`src/hdl/scfb_pkg.sv`:
```
// Shared types, codes and frame constants of the speech command frame builder.
`default_nettype none
package scfb_pkg;

    // Input operation codes (carried in s_tuser)
    localparam logic [2:0] OP_TEXT_START = 3'd0;
    localparam logic [2:0] OP_TEXT_BYTE  = 3'd1;
    localparam logic [2:0] OP_STOP       = 3'd2;
    localparam logic [2:0] OP_PAUSE      = 3'd3;
    localparam logic [2:0] OP_RESUME     = 3'd4;
    localparam logic [2:0] OP_SET_BAUD   = 3'd5;

    // Frame bytes
    localparam logic [7:0] SYNC_BYTE      = 8'hFD;
    localparam logic [7:0] ZERO_BYTE      = 8'h00;
    localparam logic [7:0] TEXT_CMD       = 8'h01;
    localparam logic [7:0] LEN_OFFSET     = 8'd3;
    localparam logic [7:0] SHORT_LEN      = 8'h02;
    localparam logic [7:0] BAUD_LEN       = 8'h03;
    localparam logic [7:0] BAUD_CMD       = 8'h31;
    localparam logic [7:0] BAUD_CHK_SEED  = 8'hCF;
    localparam logic [7:0] STOP_CMD       = 8'h02;
    localparam logic [7:0] PAUSE_CMD      = 8'h03;
    localparam logic [7:0] RESUME_CMD     = 8'h04;
    localparam logic [7:0] STOP_CHK       = 8'hFD;
    localparam logic [7:0] PAUSE_CHK      = 8'hFC;
    localparam logic [7:0] RESUME_CHK     = 8'hFB;
    // XOR of the fixed text header bytes FD ^ 00 ^ 01 ^ 00
    localparam logic [7:0] HDR_XOR_SEED   = 8'hFC;

    localparam logic [7:0] MAX_LEN_RESET  = 8'd200;
    localparam int         QUEUE_DEPTH    = 4;

    // Byte position within a job (up to six bytes)
    localparam logic [2:0] POS_0 = 3'd0;
    localparam logic [2:0] POS_1 = 3'd1;
    localparam logic [2:0] POS_2 = 3'd2;
    localparam logic [2:0] POS_3 = 3'd3;
    localparam logic [2:0] POS_4 = 3'd4;
    localparam logic [2:0] POS_5 = 3'd5;

    typedef enum logic [2:0] {
        JOB_ERROR  = 3'd0,
        JOB_HEADER = 3'd1,
        JOB_TEXT   = 3'd2,
        JOB_STOP   = 3'd3,
        JOB_PAUSE  = 3'd4,
        JOB_RESUME = 3'd5,
        JOB_BAUD   = 3'd6
    } job_kind_t;

    // One classified transaction handed from the front to the back
    typedef struct packed {
        job_kind_t  kind;
        logic [7:0] data;      // length byte, text byte or baud select
        logic [7:0] chk;       // checksum appended when with_chk is set
        logic       with_chk;
    } job_t;

endpackage
`default_nettype wire

```
`src/hdl/scfb_front.sv`:
```
// Front part: accepts input transactions, tracks the text frame and classifies them.
`default_nettype none
module scfb_front (
    input  wire                aclk,
    input  wire                aresetn,
    input  wire                cfg_wr_en,
    input  wire [7:0]          cfg_wr_data,
    input  wire                in_fire,
    input  wire [2:0]          op,
    input  wire [7:0]          text_length,
    input  wire [7:0]          text_byte,
    input  wire [1:0]          baud_select,
    output scfb_pkg::job_t     job
);

    logic [7:0] max_len_reg;
    logic       open_reg,  open_next;
    logic [7:0] left_reg,  left_next;
    logic [7:0] xor_reg,   xor_next;

    logic [7:0] byte_xor;
    logic [7:0] left_dec;
    logic [7:0] hdr_len;
    logic [7:0] hdr_xor;

    assign byte_xor = xor_reg ^ text_byte;
    assign left_dec = left_reg - 8'd1;
    assign hdr_len  = text_length + scfb_pkg::LEN_OFFSET;
    assign hdr_xor  = scfb_pkg::HDR_XOR_SEED ^ hdr_len;

    // Classify the transaction and work out the frame state after it
    always_comb begin
        job       = '{kind: scfb_pkg::JOB_ERROR, data: '0, chk: '0, with_chk: 1'b0};
        open_next = open_reg;
        left_next = left_reg;
        xor_next  = xor_reg;
        if (op == scfb_pkg::OP_TEXT_BYTE) begin
            if (open_reg) begin
                job.kind     = scfb_pkg::JOB_TEXT;
                job.data     = text_byte;
                job.chk      = byte_xor;
                job.with_chk = (left_dec == 8'd0);
                left_next    = left_dec;
                if (left_dec == 8'd0) begin
                    open_next = 1'b0;
                    xor_next  = '0;
                end else begin
                    xor_next  = byte_xor;
                end
            end
        end else if (!open_reg) begin
            unique case (op)
                scfb_pkg::OP_TEXT_START: begin
                    if (text_length <= max_len_reg) begin
                        job.kind     = scfb_pkg::JOB_HEADER;
                        job.data     = hdr_len;
                        job.chk      = hdr_xor;
                        job.with_chk = (text_length == 8'd0);
                        if (text_length != 8'd0) begin
                            open_next = 1'b1;
                            left_next = text_length;
                            xor_next  = hdr_xor;
                        end
                    end
                end
                scfb_pkg::OP_STOP:     job.kind = scfb_pkg::JOB_STOP;
                scfb_pkg::OP_PAUSE:    job.kind = scfb_pkg::JOB_PAUSE;
                scfb_pkg::OP_RESUME:   job.kind = scfb_pkg::JOB_RESUME;
                scfb_pkg::OP_SET_BAUD: begin
                    job.kind = scfb_pkg::JOB_BAUD;
                    job.data = {6'd0, baud_select};
                end
                default: job.kind = scfb_pkg::JOB_ERROR;
            endcase
        end
    end

    // Length limit register
    always_ff @(posedge aclk) begin
        if (!aresetn) begin
            max_len_reg <= scfb_pkg::MAX_LEN_RESET;
        end else if (cfg_wr_en) begin
            max_len_reg <= cfg_wr_data;
        end
    end

    // Frame state, updated on each accepted transaction
    always_ff @(posedge aclk) begin
        if (!aresetn) begin
            open_reg <= 1'b0;
            left_reg <= '0;
            xor_reg  <= '0;
        end else if (in_fire) begin
            open_reg <= open_next;
            left_reg <= left_next;
            xor_reg  <= xor_next;
        end
    end

endmodule
`default_nettype wire

```
`src/hdl/scfb_queue.sv`:
```
// Short job queue between the front and back parts.
`default_nettype none
module scfb_queue #(
    parameter int Depth = scfb_pkg::QUEUE_DEPTH
) (
    input  wire                aclk,
    input  wire                aresetn,
    input  wire                push,
    input  wire scfb_pkg::job_t push_job,
    output logic               full,
    input  wire                pop,
    output scfb_pkg::job_t     head_job,
    output logic               empty
);

    localparam int AW = $clog2(Depth);
    localparam int CW = $clog2(Depth + 1);

    scfb_pkg::job_t mem_reg [Depth];
    logic [AW-1:0]  wr_ptr_reg;
    logic [AW-1:0]  rd_ptr_reg;
    logic [CW-1:0]  count_reg;

    assign full     = (count_reg == CW'(Depth));
    assign empty    = (count_reg == '0);
    assign head_job = mem_reg[rd_ptr_reg];

    // Storage
    always_ff @(posedge aclk) begin
        if (push) begin
            mem_reg[wr_ptr_reg] <= push_job;
        end
    end

    // Pointers and fill count
    always_ff @(posedge aclk) begin
        if (!aresetn) begin
            wr_ptr_reg <= '0;
            rd_ptr_reg <= '0;
            count_reg  <= '0;
        end else begin
            if (push) begin
                wr_ptr_reg <= (wr_ptr_reg == AW'(Depth - 1)) ? '0 : wr_ptr_reg + 1'b1;
            end
            if (pop) begin
                rd_ptr_reg <= (rd_ptr_reg == AW'(Depth - 1)) ? '0 : rd_ptr_reg + 1'b1;
            end
            if (push && !pop) begin
                count_reg <= count_reg + 1'b1;
            end else if (pop && !push) begin
                count_reg <= count_reg - 1'b1;
            end
        end
    end

endmodule
`default_nettype wire

```
`src/hdl/scfb_back.sv`:
```
// Back part: expands queued jobs into frame bytes, one per cycle while m_tready allows, into an output register.
`default_nettype none
module scfb_back (
    input  wire                aclk,
    input  wire                aresetn,
    input  wire scfb_pkg::job_t head_job,
    input  wire                empty,
    output logic               pop,
    output logic               m_tvalid,
    input  wire                m_tready,
    output logic [7:0]         m_tdata,
    output logic               m_tlast,
    output logic               m_tuser
);

    logic [2:0] pos_reg;
    logic       valid_reg;
    logic [7:0] data_reg;
    logic       last_reg;
    logic       err_reg;

    logic       out_free;
    logic       emit;
    logic [2:0] last_pos;
    logic [7:0] byte_val;
    logic       frame_end;
    logic       is_err;

    assign out_free = !valid_reg || m_tready;
    assign emit     = !empty && out_free;
    assign pop      = emit && (pos_reg == last_pos);

    // Byte at the current position of the head job
    always_comb begin
        byte_val  = scfb_pkg::ZERO_BYTE;
        last_pos  = scfb_pkg::POS_4;
        frame_end = 1'b0;
        is_err    = 1'b0;
        unique case (head_job.kind)
            scfb_pkg::JOB_ERROR: begin
                last_pos = scfb_pkg::POS_0;
                is_err   = 1'b1;
            end
            scfb_pkg::JOB_TEXT: begin
                last_pos  = head_job.with_chk ? scfb_pkg::POS_1 : scfb_pkg::POS_0;
                byte_val  = (pos_reg == scfb_pkg::POS_0) ? head_job.data : head_job.chk;
                frame_end = (pos_reg == scfb_pkg::POS_1);
            end
            scfb_pkg::JOB_HEADER: begin
                last_pos  = head_job.with_chk ? scfb_pkg::POS_5 : scfb_pkg::POS_4;
                frame_end = (pos_reg == scfb_pkg::POS_5);
                case (pos_reg)
                    scfb_pkg::POS_0: byte_val = scfb_pkg::SYNC_BYTE;
                    scfb_pkg::POS_2: byte_val = head_job.data;
                    scfb_pkg::POS_3: byte_val = scfb_pkg::TEXT_CMD;
                    scfb_pkg::POS_5: byte_val = head_job.chk;
                    default:         byte_val = scfb_pkg::ZERO_BYTE;
                endcase
            end
            scfb_pkg::JOB_BAUD: begin
                last_pos  = scfb_pkg::POS_5;
                frame_end = (pos_reg == scfb_pkg::POS_5);
                case (pos_reg)
                    scfb_pkg::POS_0: byte_val = scfb_pkg::SYNC_BYTE;
                    scfb_pkg::POS_2: byte_val = scfb_pkg::BAUD_LEN;
                    scfb_pkg::POS_3: byte_val = scfb_pkg::BAUD_CMD;
                    scfb_pkg::POS_4: byte_val = head_job.data;
                    scfb_pkg::POS_5: byte_val = scfb_pkg::BAUD_CHK_SEED ^ head_job.data;
                    default:         byte_val = scfb_pkg::ZERO_BYTE;
                endcase
            end
            scfb_pkg::JOB_STOP, scfb_pkg::JOB_PAUSE, scfb_pkg::JOB_RESUME: begin
                frame_end = (pos_reg == scfb_pkg::POS_4);
                case (pos_reg)
                    scfb_pkg::POS_0: byte_val = scfb_pkg::SYNC_BYTE;
                    scfb_pkg::POS_2: byte_val = scfb_pkg::SHORT_LEN;
                    scfb_pkg::POS_3: begin
                        byte_val = (head_job.kind == scfb_pkg::JOB_STOP)  ? scfb_pkg::STOP_CMD :
                                   (head_job.kind == scfb_pkg::JOB_PAUSE) ? scfb_pkg::PAUSE_CMD :
                                                                            scfb_pkg::RESUME_CMD;
                    end
                    scfb_pkg::POS_4: begin
                        byte_val = (head_job.kind == scfb_pkg::JOB_STOP)  ? scfb_pkg::STOP_CHK :
                                   (head_job.kind == scfb_pkg::JOB_PAUSE) ? scfb_pkg::PAUSE_CHK :
                                                                            scfb_pkg::RESUME_CHK;
                    end
                    default:         byte_val = scfb_pkg::ZERO_BYTE;
                endcase
            end
            default: begin
                last_pos = scfb_pkg::POS_0;
                is_err   = 1'b1;
            end
        endcase
    end

    // Byte position within the head job
    always_ff @(posedge aclk) begin
        if (!aresetn) begin
            pos_reg <= '0;
        end else if (emit) begin
            pos_reg <= (pos_reg == last_pos) ? '0 : pos_reg + 3'd1;
        end
    end

    // Output register
    always_ff @(posedge aclk) begin
        if (!aresetn) begin
            valid_reg <= 1'b0;
        end else if (out_free) begin
            valid_reg <= emit;
        end
    end

    always_ff @(posedge aclk) begin
        if (emit) begin
            data_reg <= byte_val;
            last_reg <= frame_end;
            err_reg  <= is_err;
        end
    end

    assign m_tvalid = valid_reg;
    assign m_tdata  = data_reg;
    assign m_tlast  = last_reg;
    assign m_tuser  = err_reg;

endmodule
`default_nettype wire

```
`src/hdl/speech_command_frame_builder.sv`:
```
// Top level of the speech command frame builder: front, job queue and byte back end.
//
// Usage:
//   Input stream s_*: one command transaction per handshake; s_tuser carries the
//   operation, s_tdata the text length, text byte and baud select.
//   Output stream m_*: one frame byte per transaction; m_tlast marks the final
//   byte of a frame, m_tuser marks an error result (data 0, tlast 0).
//   cfg_wr_en / cfg_wr_data write the text length limit (reset value 200);
//   write it only while the block is idle.
// Timing:
//   The front takes one transaction per cycle while the job queue has room.
//   The back end sends one byte per cycle while m_tready allows, so a command
//   yields as many output bytes as its frame has: 1 for a text byte or an error,
//   2 for the last text byte, 5 for a header or short command, 6 for a baud
//   command or an empty text. The first byte of a transaction goes through the
//   job queue storage and then the output register before it is on m_tdata.
// Reset (aresetn low, synchronous): queue emptied, no text frame open, output
//   register empty, limit back to 200.
// Stall: while m_tready is low the output byte holds; the queue absorbs up to
//   QueueDepth further transactions, after which s_tready drops.
`default_nettype none
module speech_command_frame_builder #(
    parameter int QueueDepth = scfb_pkg::QUEUE_DEPTH
) (
    input  wire         aclk,
    input  wire         aresetn,
    // Configuration
    input  wire         cfg_wr_en,
    input  wire  [7:0]  cfg_wr_data,
    // Input stream
    input  wire         s_tvalid,
    output logic        s_tready,
    input  wire  [23:0] s_tdata,   // [7:0] text_length, [15:8] text_byte, [17:16] baud_select
    input  wire  [2:0]  s_tuser,   // [2:0] op
    // Output stream
    output logic        m_tvalid,
    input  wire         m_tready,
    output logic [7:0]  m_tdata,   // [7:0] frame_byte
    output logic        m_tlast,
    output logic        m_tuser    // [0] error
);

    scfb_pkg::job_t front_job;
    scfb_pkg::job_t head_job;
    logic           q_full;
    logic           q_empty;
    logic           q_pop;
    logic           in_fire;

    assign s_tready = !q_full;
    assign in_fire  = s_tvalid && s_tready;

    scfb_front u_front (
        .aclk        (aclk),
        .aresetn     (aresetn),
        .cfg_wr_en   (cfg_wr_en),
        .cfg_wr_data (cfg_wr_data),
        .in_fire     (in_fire),
        .op          (s_tuser),
        .text_length (s_tdata[7:0]),
        .text_byte   (s_tdata[15:8]),
        .baud_select (s_tdata[17:16]),
        .job         (front_job)
    );

    scfb_queue #(
        .Depth (QueueDepth)
    ) u_queue (
        .aclk     (aclk),
        .aresetn  (aresetn),
        .push     (in_fire),
        .push_job (front_job),
        .full     (q_full),
        .pop      (q_pop),
        .head_job (head_job),
        .empty    (q_empty)
    );

    scfb_back u_back (
        .aclk     (aclk),
        .aresetn  (aresetn),
        .head_job (head_job),
        .empty    (q_empty),
        .pop      (q_pop),
        .m_tvalid (m_tvalid),
        .m_tready (m_tready),
        .m_tdata  (m_tdata),
        .m_tlast  (m_tlast),
        .m_tuser  (m_tuser)
    );

endmodule
`default_nettype wire
```
`config.mk`:
```
export PLATFORM = sky130hd
export DESIGN_NAME = speech_command_frame_builder
export DESIGN_NICKNAME = d
export VERILOG_FILES = /design/src/hdl/scfb_pkg.sv /design/src/hdl/scfb_front.sv /design/src/hdl/scfb_queue.sv /design/src/hdl/scfb_back.sv /design/src/hdl/speech_command_frame_builder.sv
export SDC_FILE = /design/constraint.sdc
export NUM_CORES = 1
export LEC_CHECK = 0
export BUFFER_PORTS_ARGS = -buffer_cell sky130_fd_sc_hd__buf_2
export CAP_MARGIN = 30
export CORE_ASPECT_RATIO = 1.75
export CORE_MARGIN = 5
export CORE_UTILIZATION = 50
export DETAILED_ROUTE_END_ITERATION = 16
export PLACE_DENSITY = 0.75
export SLEW_MARGIN = 0
export SYNTH_ARGS = -nofsm -noshare
export SYNTH_HDL_FRONTEND = slang
export SYNTH_SLANG_ARGS = --single-unit
```
`constraint.sdc`:
```
create_clock -name aclk -period 5.5 [get_ports aclk]
set_input_delay 0.825 -clock aclk [delete_from_list [all_inputs] [get_ports aclk]]
set_output_delay 0.825 -clock aclk [all_outputs]
set_load 0.05 [all_outputs]
```
After elaboration in Yosys (flattened, before gate mapping)
Memory sizes are Yosys's and may differ from the RTL's. A register that Yosys moved wholly into a read port is not among the register bits.
Index checks and enable logic that the tools add are counted.
Cells by class
  $lt $le $gt $ge: 1
  $mul: 0
  add/sub/neg operators: 7
  bitwise gates (word level): 3
  reduce and logical (&&, ||, !) cells: 25
  shifts and indexed selects: 0
  muxes and demuxes: 50
  div/mod/pow operators: 0
  equal/unequal tests: 22
Operators by type and width (count)
  $mux 8: 16
  $pmux 8 s4: 3
  $mux 20: 2
  $pmux 8 s5: 1
  $eq 3x3->1 const B: 8
  $mux 19: 1
  $eq 3x2->1 const B: 6
  $mux 18: 1
  $logic_not 8->1: 2
  $pmux 8 s2: 1
  $mux 3: 5
  $pmux 3 s5: 1
  $mux 1: 12
  $not 6->6: 2
  $pmux 3 s4: 1
  $eq 3x1->1 const B: 3
  $logic_not 3->1: 3
  $mux 9: 1
  $add 8x2->8 const B: 1
  $le 8x8->1: 1
  $mux 2: 4
  $reduce_bool 2->1: 4
  $reduce_bool 8->1: 1
  $sub 8x1->8 const B: 1
  16 further kinds: 27
Word-level totals
  RAM bits: 80
  memory bits (read-only): 0
  register bits after elaboration: 46
  word-level logic and storage cells: 121
  output and inout bits: 12
  bits of input ports: 40
  bits in latches: 0
  memories kept: 1
Memories
  u_queue.mem_reg: depth 4, width 20, rd ports 1, clocked after Yosys merged registers in 1, wr ports 1, RTL line scfb_queue.sv:19  | scfb_pkg::job_t mem_reg [Depth];

Longest topological paths before layout
Gate-level depths: netlist of the first run.
  word-level depth: 8
  mapped depth: 18

Modules after synthesis
A second synthesis of the first run with hierarchy kept.
Second synthesis, totals
  cell total of the unflattened synthesis: 589
  area, all modules: 6905.4 sq um
By module, submodules not included
  scfb_queue: instances 1, area each 3343.2 sq um, cells an instance 148
  scfb_front: instances 1, area each 2094.5 sq um, cells an instance 278
  scfb_back: instances 1, area each 1457.6 sq um, cells an instance 161
  speech_command_frame_builder: instances 1, area each 10.0 sq um, cells an instance 2

Worst setup path after synthesis of the first run
No wires, ideal clock.
  path type: flip-flop to flip-flop
  from: register (tool-made name)
  to: register u_queue.count_reg[2]
  slack: 1497 ps
  data arrival time: 3933 ps
  clock period less this slack: 4003 ps
  cell stages (with the launch flop): 18
  cells stage by stage: dfxtp_1 buf_2 buf_2 mux4_2 inv_1 ha_1 clkbuf_1 o21ba_2 nor3_1 nor4b_4 and2_4 inv_1 ha_1 inv_1 fa_1 xor2_1 or3_1 a21oi_1
RTL lines
  end signal, assigned: RTL line scfb_queue.sv:49  | count_reg <= count_reg + 1'b1;
  end signal, assigned: RTL line scfb_queue.sv:51  | count_reg <= count_reg - 1'b1;
  end, declared: RTL line scfb_queue.sv:22  | logic [CW-1:0] count_reg;

==> impl_results.md, run 1 <==
* H-tree depth at 4
* Post-CTS Hold Buffers at 0
* Unique masters post-synth at between 50 and 60
* Layout Utilization at 0.592
* Io pins at 52
* Vias in the first global route at about 5200
* Power per cell area at approximately 440 nW/um2
* Clock Skews at around 0.011 ns
* Max-Slew Margin vs Limit at 0.467
* Met1 Resource Use GR at 0.196
* CP arrival at 4.44 ns
* Most frequent cells in the layout: 90 x edfxtp_1, 56 x nand2_1, 46 x nor2_1
* Clock sink count at roughly 130
* Initial Utilization at 0.510
* Post-route ant nets at 0
* Total gr overflow at 0
* Met3 Use GR at 0.0494
* Core footprint at around 13000 um2
* Total negative setup slack at 0 ns
* Final wirelength at 15200 um
* GRT busiest layer: met2
* CTS tree: done
* Yosys warns at 0
* Cells after DPL at 780
* Ys async rst share at 0
* Post-Syn Area at roughly 6600 um2
* EDFF count, synth at 90
* DRC viols at 0
* Tmin final at 4.10 ns
* Number of diodes at 0
* Router iterations before antenna repair at 5
* Initial drt markers at between 300 and 400
* Fmax at about 240 MHz
* DP Worst Slack at roughly 1.4 ns
* Max reg flops at 80
* Final hold violations at 0
* Clock Path Buffers at 2
* CTS resizes at 0
* Worst min-delay path class: reg2reg
* Outcome: complete, no violations
* Worst VDD drop at ~290 uV
* Num rows at between 50 and 60
* Unrepaired setup endpoints after global routing: false
* Fin crit share at 0.746
* Vias at between 5000 and 6000
* Final max-slew violation count at 0
* Setup bufs post-CTS at 0
* Element type at the critical path start: flip-flop
* CP Capture Type: flip-flop
* WS Path Type: reg2reg
* Synth-to-Final Area Change at 16.1%
* Post-synthesis instance total at a little under 600
* Leakage power at around 2.9 nW
* Post-route insts no fill at a little over 800
* Die Height at approximately 160 um
* Top_reg_cell synth: edfxtp_1
* Inserted Clock Buffers at 17
* Synth area leaders: edfxtp_1 41%, dfxtp_1 12%, mux4_2 6.8%, ha_1 5.5%, nand2_1 3.2%
* Initial antenna violation count at 0
* Post-synthesis sequential area ratio at 0.525
* Final setup violation count at 0
* Nets at about 700
* Worst slew pin tran at 0.791 ns
* Flops & latches, synth at roughly 130
* RD Place Congestion at about 0.94
* First-pass GRT wire length at ~25000 um
* Share of Yosys cell area claimed by the top area cell type at 0.409
* Share of layout cells above drive strength 1 at 0.173
* Critical Path RT at slightly below 6 ns
* Yosys top cell by area: edfxtp_1
* Placed inst area at 7100 um2
* Commonest non-fill, non-tap cell in the layout: edfxtp_1
* WL/cell at ~19 um
* Vias/cell at 6.16
* Crit-path max FO at 20
* Mean post-synth cell area at 11.3 um2
* Setup ws final at ~1.4 ns
* Global Route Usage Sum at 0.200
* Final instance area at 7660 um2
* Pin count of the biggest net entering global routing at 29
* Syn_nets at ~650
* CTS root buf: clkbuf_16
* Die X at roughly 97 um
* MaxCap Viol Count at 0
* HPWL after detailed placement at around 11000 um
* Grt met2 use at 0.374
* Worst skew pair latency at 0.42 ns
* Port Buf Inserts at 45
* Die area at 15700 um2
* Clk slew on worst S/H paths at about 0.060 ns
[metal layers]
layer	wire (um)	vias up
met1	5310	2404
li1	-	2304
met5	0	-
met3	794	61
met2	8450	238
met4	672	0
[report_power, final]
part / switching, mW / internal (mW) / leakage [nW]
clock network: 0.416 / 0.615 / 0.258
registers: 0.0548 / 1.20 / 1.17
logic: 0.679 / 0.377 / 1.42
total: 1.15 / 2.19 / 2.85
[final timing paths]
kind,from,endpoint,slack [ns],cells past startpoint
worst max-delay path,flip-flop,u_queue.count_reg[2],1.40,16
worst min-delay path,u_back.m_tvalid,u_back.m_tvalid,0.47,2
worst max register to register,flip-flop,u_queue.count_reg[2],1.40,16
worst min register to register,u_back.m_tvalid,u_back.m_tvalid,0.47,2
[worst max-delay path, cell delays in order, from the launching register on]
cell	delay, ns
dfxtp_1	0.31
buf_4	0.35
mux4_2	0.60
inv_1	0.11
ha_1	0.31
inv_1	0.17
o21ba_2	0.25
nor3_1	0.29
nor4b_4	0.10
and2_4	0.19
inv_1	0.06
ha_1	0.17
inv_1	0.07
fa_1	0.42
xor2_1	0.15
or3_1	0.31
a21oi_1	0.16
[cell usage after synthesis (2+ instances only)]
cell type   n
xor2_1      5
mux2i_1    12
ha_1       29
nand3_1     7
nor2_1     46
a31oi_1    13
mux4_2     20
o21ai_0    31
o32a_1      9
nor3_1     11
a211oi_1    2
inv_1      38
o31ai_1     4
nor3b_1     3
o32ai_1    11
o22ai_1    12
or3_1       6
nand4_1     4
o221ai_1    2
o21a_1      3
a22oi_1     6
dfxtp_1    38
nor2b_1     4
xnor2_1    15
clkbuf_1   21
buf_2       5
a221oi_1    6
and3_1      5
and2_1      2
edfxtp_1   90
o211ai_1    9
nand2_1    56
a21oi_1    32
nor4b_1     3
[cell families after synthesis]
group	Yosys count	share of synthesized area
buffers and inverters	67	0.0402
adders and majority gates	30	0.0580
DFF	128	0.525
xor gates and xnor gates	20	0.0265
muxes	32	0.0864
and+or+nand+nor	156	0.113
AOI/OAI and AO/OA	149	0.151
[stage by stage]
| step | hold WS, ns | total power [mW] |
|---|---|---|
| floorplan | 0.445 | 2.05 |
| global placement | 0.449 | 2.23 |
| detailed placement | 0.458 | 2.30 |
| CTS | 0.466 | 3.34 |
| global route | 0.484 | 3.51 |
| finish | 0.465 | 3.34 |
[area by class of cell]
type                       count  area (um2)
inverter                      39         146
timing repair buffer          56         420
tap                          171         214
clock buffer                  17         425
fill                        1062        5280
sequential                   128        3460
clock inverter                15         121
multi-input combinational    387        2870
(Power assumes the default switching activity.)
==> run 2: changes to the inputs <==
--- a/config.mk
+++ b/config.mk
@@ -11,7 +11,7 @@
 export CORE_MARGIN = 5
 export CORE_UTILIZATION = 50
 export DETAILED_ROUTE_END_ITERATION = 16
-export PLACE_DENSITY = 0.75
+export PLACE_DENSITY = 0.78
 export SLEW_MARGIN = 0
 export SYNTH_ARGS = -nofsm -noshare
 export SYNTH_HDL_FRONTEND = slang
==> constraint.sdc (replaced) <==
create_clock -name aclk -period 3.6 [get_ports aclk]
set_input_delay 0.54 -clock aclk [delete_from_list [all_inputs] [get_ports aclk]]
set_output_delay 0.54 -clock aclk [all_outputs]
set_load 0.05 [all_outputs]
==> run 2 against run 1 <==
Compared with the run above:
- largest power group unchanged
- register-to-register slack lost 1.3 ns
- critical path type unchanged
- non-clock buffer count is 6 higher
- power up 60%
- highest routed layer unchanged
- critical endpoint unchanged
- sequential power up 54%
==> impl_results.md, run 2 (synthesized netlist as in run 1, its figures left out) <==
* Outcome: complete, no violations
* Crit-path max FO at 5
* Crit-path cells: mux4_2 > ha_2 > nor3_2 > mux2i_1 > xnor2_1 > nor4b_4 > and2_4 > inv_1 > ha_2 > inv_1 > fa_1 > xor2_1 > or3_1 > a21oi_2
* Post-route insts no fill at roughly 820
* Fmax at roughly 290 MHz
* Vias in the first global route at approximately 5300
* Number of buffers and inverters on the critical path at 2
* Max-Slew Margin vs Limit at 0.389
* Top delay family on crit path: adder cells
* Leakage power at about 2.9 nW
* Pin count of the biggest net entering global routing at 28
* Clock power frac at 0.323
* Initial antenna violation count at 0
* Worst R2R End: u_queue.count_reg[2]
* Initial Utilization at 0.510
* Crit path to: u_queue.count_reg[2]
* Io pins at between 50 and 60
* Clk slew on worst S/H paths at approximately 0.06 ns
* Critical path depth at 14
* Gate power share at 0.318
* WL/cell at between 15 and 20 um
* Total gr overflow at 0
* Fin crit share at 0.973
* Synth-to-Final Area Change at 17.7%
* Die Height at roughly 160 um
* Inserted Clock Buffers at 17
* Number of diodes at 0
* Final hold violations at 0
* Initial drt markers at between 400 and 500
* Final setup violation count at 0
* Port Buf Inserts at 45
* Max incr delay on CP at ~0.55 ns
* Element type at the critical path start: flip-flop
* Total negative setup slack at 0 ns
* Post-CTS Hold Buffers at 0
* Share of layout cells above drive strength 1 at 0.194
* Router iterations before antenna repair at 5
* Commonest non-fill, non-tap cell in the layout: edfxtp_1
* Power per cell area at 688 nW/um2
* DRC viols at 0
* MaxCap Viol Count at 0
* Global Route Usage Sum at 0.210
* Psw at 1.81 mW
* Worst slew pin tran at around 0.9 ns
* Final wirelength at roughly 16000 um
* Slowest-stage cell, CP: mux4_2
* Sequential Power Share at 0.359
* Setup bufs post-CTS at 0
* Vias/cell at between 6 and 7
* Most frequent cells in the layout: 90 x edfxtp_1, 56 x nand2_1, 46 x nor2_1
* Worst skew pair latency at around 0.42 ns
* Num rows at 55
* Cells after DPL at roughly 800
* Clock sink count at between 100 and 150
* Worst min-delay path class: in2reg
* Clock Path Buffers at 2
* RD Place Congestion at just under 0.9
* Post-route ant nets at 0
* First-pass GRT wire length at approximately 26000 um
* HPWL after detailed placement at ~11000 um
* R2R cell count at 14
* Vias at around 5100
* CTS root buf: clkbuf_16
* Max reg flops at 80
* Die X at between 90 and 100 um
* Final max-slew violation count at 0
* CTS tree: done
* H-tree depth at 4
* Clock Skews at a little under 0.01 ns
* CP Capture Type: flip-flop
* Core footprint at 12900 um2
* Internal at about 3.5 mW
* Tmin final at between 3 and 4 ns
* Switch share at 0.338
* Worst VDD drop at approximately 480 uV
* WS Path Type: reg2reg
* Fillers at roughly 1000
* R2r setup slk at around 0.099 ns
* CP arrival at roughly 3.9 ns
* Nets at approximately 710
* Die area at around 16000 um2
* Critical Path RT at about 4.0 ns
run 2: cell types whose count changed in the layout (fill, tap and decap cells not counted), sizes merged:
cell and change:
buf +7, clkinvlp -2, dlymetal6s2s -1, clkinv -2
clkbuf +2, bufinv +2
run 2: final cells by class:
type / count / area, um2 / share of cell area
sequential: 128 / 3470 / 0.446
multi-input combinational: 387 / 2910 / 0.374
timing repair buffer: 62 / 439 / 0.0565
clock buffer: 19 / 433 / 0.0557
tap: 171 / 214 / 0.0275
clock inverter: 13 / 164 / 0.0211
inverter: 39 / 146 / 0.0188
run 2: per-layer routing:
layer,global-route usage,part of all wire
met1,0.200,0.33
met2,0.402,0.56
met3,0.0417,0.061
met4,0.137,0.058
met5,0,0
run 2: worst min-delay path by stage:
stage | startpoint | end | depth (start not counted) | slack, ns
2_1_floorplan | u_front.left_reg[1] | u_front.left_reg[1] | 2 | 0.45
5_1_grt | cfg_wr_data[6] | u_front.max_len_reg[6] | 3 | 0.36
3_5_place_dp | u_front.left_reg[1] | u_front.left_reg[1] | 2 | 0.47
4_1_cts | cfg_wr_data[7] | u_front.max_len_reg[7] | 3 | 0.34
3_3_place_gp | u_back.m_tvalid | u_back.m_tvalid | 2 | 0.45
6_report | cfg_wr_data[3] | u_front.max_len_reg[3] | 3 | 0.35
run 2: repair_timing:
item	CTS	global route
gates resized for setup	1	9
pin swaps	1	1
endpoints found under the setup margin	1	1
run 2: power by group through the flow:
stage	registers (mW)	clock network [mW]	logic (mW)
2_1_floorplan	2.15	0	0.992
3_3_place_gp	1.93	0	1.52
3_5_place_dp	1.94	0	1.63
4_1_cts	1.92	1.74	1.65
5_1_grt	1.94	1.82	1.83
6_report	1.92	1.73	1.70
run 2: worst reg2reg max path, cell delays in order (launching register included):
cell and delay, ns:
dfxtp_4 0.38, mux4_2 0.55, ha_2 0.24, nor3_2 0.16
mux2i_1 0.12, xnor2_1 0.28, nor4b_4 0.09, and2_4 0.19
inv_1 0.06, ha_2 0.19, inv_1 0.06, fa_1 0.44
xor2_1 0.18, or3_1 0.34, a21oi_2 0.15
run 2: through the flow:
stage	util	hold slack (ns)	setup WS, ns	instance area, um2	total power, mW
2_1_floorplan	-	0.445	0.000672	6630	3.14
3_3_place_gp	0.542	0.453	0.146	7010	3.45
3_5_place_dp	0.550	0.469	-0.0912	7120	3.57
4_1_cts	0.597	0.338	0.000175	7720	5.31
5_1_grt	0.600	0.359	-0.00191	7770	5.59
6_report	0.600	0.350	0.0987	7770	5.35
==> run 3: changes to the inputs <==
--- a/config.mk
+++ b/config.mk
@@ -8,7 +8,6 @@
 export BUFFER_PORTS_ARGS = -buffer_cell sky130_fd_sc_hd__buf_2
 export CAP_MARGIN = 30
 export CORE_ASPECT_RATIO = 1.75
-export CORE_MARGIN = 5
 export CORE_UTILIZATION = 50
 export DETAILED_ROUTE_END_ITERATION = 16
 export PLACE_DENSITY = 0.78
==> run 3 against run 2 <==
Compared with the run above:
- critical path depth unchanged
- register-to-register slack better by 0.06 ns
- first-iteration DRC count shrank 23%
- via count shrank 1.0%
- sequential share of layout area decreased by 0.14 points
- setup slack improved by 0.060 ns
- clock power grew 9%
==> impl_results.md, run 3 (synthesized netlist as in run 1, its figures left out) <==
* CTS tree: done
* Max reg flops at 80
* Io pins at between 50 and 60
* Leakage power at about 2.9 nW
* Grt met2 use at 0.440
* Crit-path max FO at 5
* Clk slew on worst S/H paths at 0.06 ns
* H-tree depth at 4
* Clock sink count at about 130
* Worst VDD drop at slightly above 400 uV
* Tmin final at approximately 3.4 ns
* Met1 Resource Use GR at 0.236
* Setup ws final at approximately 0.16 ns
* Final Power at around 5.5 mW
* Commonest non-fill, non-tap cell in the layout: edfxtp_1
* Router iterations before antenna repair at 5
* Final hold violations at 0
* DRC viols at 0
* Internal at approximately 3.7 mW
* Min Hold Slack at ~0.34 ns
* Die X at between 80 and 90 um
* Final wirelength at 15900 um
* Final max-slew violation count at 0
* Total negative setup slack at 0 ns
* MaxCap Viol Count at 0
* Nets at around 710
* Fillers at 983
* Vias at between 5000 and 6000
* CTS root buf: clkbuf_16
* Placed inst area at roughly 7100 um2
* Die area at around 14000 um2
* Unrepaired setup endpoints after global routing: false
* Power per cell area at approximately 700 nW/um2
* Initial drt markers at 337
* First-pass GRT wire length at approximately 25000 um
* Met3 Use GR at 0.0537
* CP arrival at between 3 and 4 ns
* Clock Path Buffers at 2
* Critical Path RT at ~3.9 ns
* Cells after DPL at 788
* Global Route Usage Sum at 0.248
* Total gr overflow at 0
* Worst path most repeated cell: inv_1
* Outcome: complete, no violations
* Core footprint at 12900 um2
* Share of layout cells above drive strength 1 at 0.194
* HPWL after detailed placement at around 11000 um
* Switch share at 0.330
* Max-Slew Margin vs Limit at 0.465
* Max incr delay on CP at 0.53 ns
* Vias in the first global route at between 5000 and 6000
* Clock power frac at 0.343
* RD Place Congestion at 0.959
* WS Path Type: reg2reg
* Worst skew pair latency at about 0.42 ns
* Num rows at 55
* Pin count of the biggest net entering global routing at 28
* Post-route insts no fill at between 800 and 900
* R2r setup slk at approximately 0.16 ns
* Sequential Power Share at 0.350
* Clock Skews at approximately 0.016 ns
* Worst slew pin tran at ~0.79 ns
* Fmax at a little under 300 MHz
* Element type at the critical path start: flip-flop
* Most frequent cells in the layout: 90 x edfxtp_1, 56 x nand2_1, 46 x nor2_1
* Number of buffers and inverters on the critical path at 2
* Layout Utilization at 0.606
* Port Buf Inserts at 45
* Psw at around 1.8 mW
* Crit-path cells: mux4_2 > ha_2 > nor3_1 > mux2i_1 > xnor2_1 > nor4b_4 > and2_4 > inv_1 > ha_1 > inv_1 > fa_1 > xor2_1 > or3_1 > a21oi_1
* Final instance area at a little under 8000 um2
* Synth-to-Final Area Change at 18.1%
* CP Capture Type: flip-flop
* Fin crit share at 0.956
* Initial Utilization at 0.513
* Top delay family on crit path: adder cells
* GRT busiest layer: met2
* Die Height at 154 um
* Worst min-delay path class: in2reg
* Initial antenna violation count at 0
* Vias/cell at 6.18
* WL/cell at around 19 um
* Post-route ant nets at 0
* DP Worst Slack at 0.0864 ns
* Post-CTS Hold Buffers at 0
* Number of diodes at 0
* Final setup violation count at 0
* Inserted Clock Buffers at 17
* Gate power share at 0.307
* Slowest-stage cell, CP: mux4_2
## run 3: what timing repair did
item | in CTS | in global routing
gates resized for setup | 0 | 5
buffers inserted | 0 | 1
setup endpoints to repair | 0 | 2
## run 3: final timing paths
path	startpoint	endpoint	cells after the start
worst max register to register	flip-flop	u_queue.count_reg[2]	14
worst max-delay path	flip-flop	u_queue.count_reg[2]	14
worst min register to register	u_front.left_reg[1]	u_front.left_reg[1]	2
worst min-delay path	cfg_wr_data[7]	u_front.max_len_reg[7]	3
## run 3: tightest hold or removal path, cell delays in order
cell	delay [ns]
buf_2	0.08
nand2_1	0.04
o211ai_1	0.06
## run 3: area by class of cell
class | count | area [um2] | area share
clock buffers | 19 | 433 | 0.0556
clock inverters | 13 | 211 | 0.0271
inverters | 39 | 146 | 0.0188
multi-input cells | 387 | 2890 | 0.371
flip-flops and latches | 128 | 3470 | 0.445
well taps | 171 | 214 | 0.0275
repair buffers | 65 | 433 | 0.0556
## run 3: power groups by stage
stage | Combinational, mW | Sequential [mW] | Clock [mW]
global placement | 1.54 | 1.93 | 0
detailed placement | 1.63 | 1.94 | 0
global route | 1.82 | 1.94 | 1.95
CTS | 1.65 | 1.92 | 1.88
floorplan | 0.992 | 2.15 | 0
finish | 1.68 | 1.92 | 1.88
## run 3: per-layer routing
layer,vias up,part of all wire
li1,2323,-
met1,2408,0.34
met2,252,0.54
met3,93,0.048
met4,0,0.072
met5,-,0
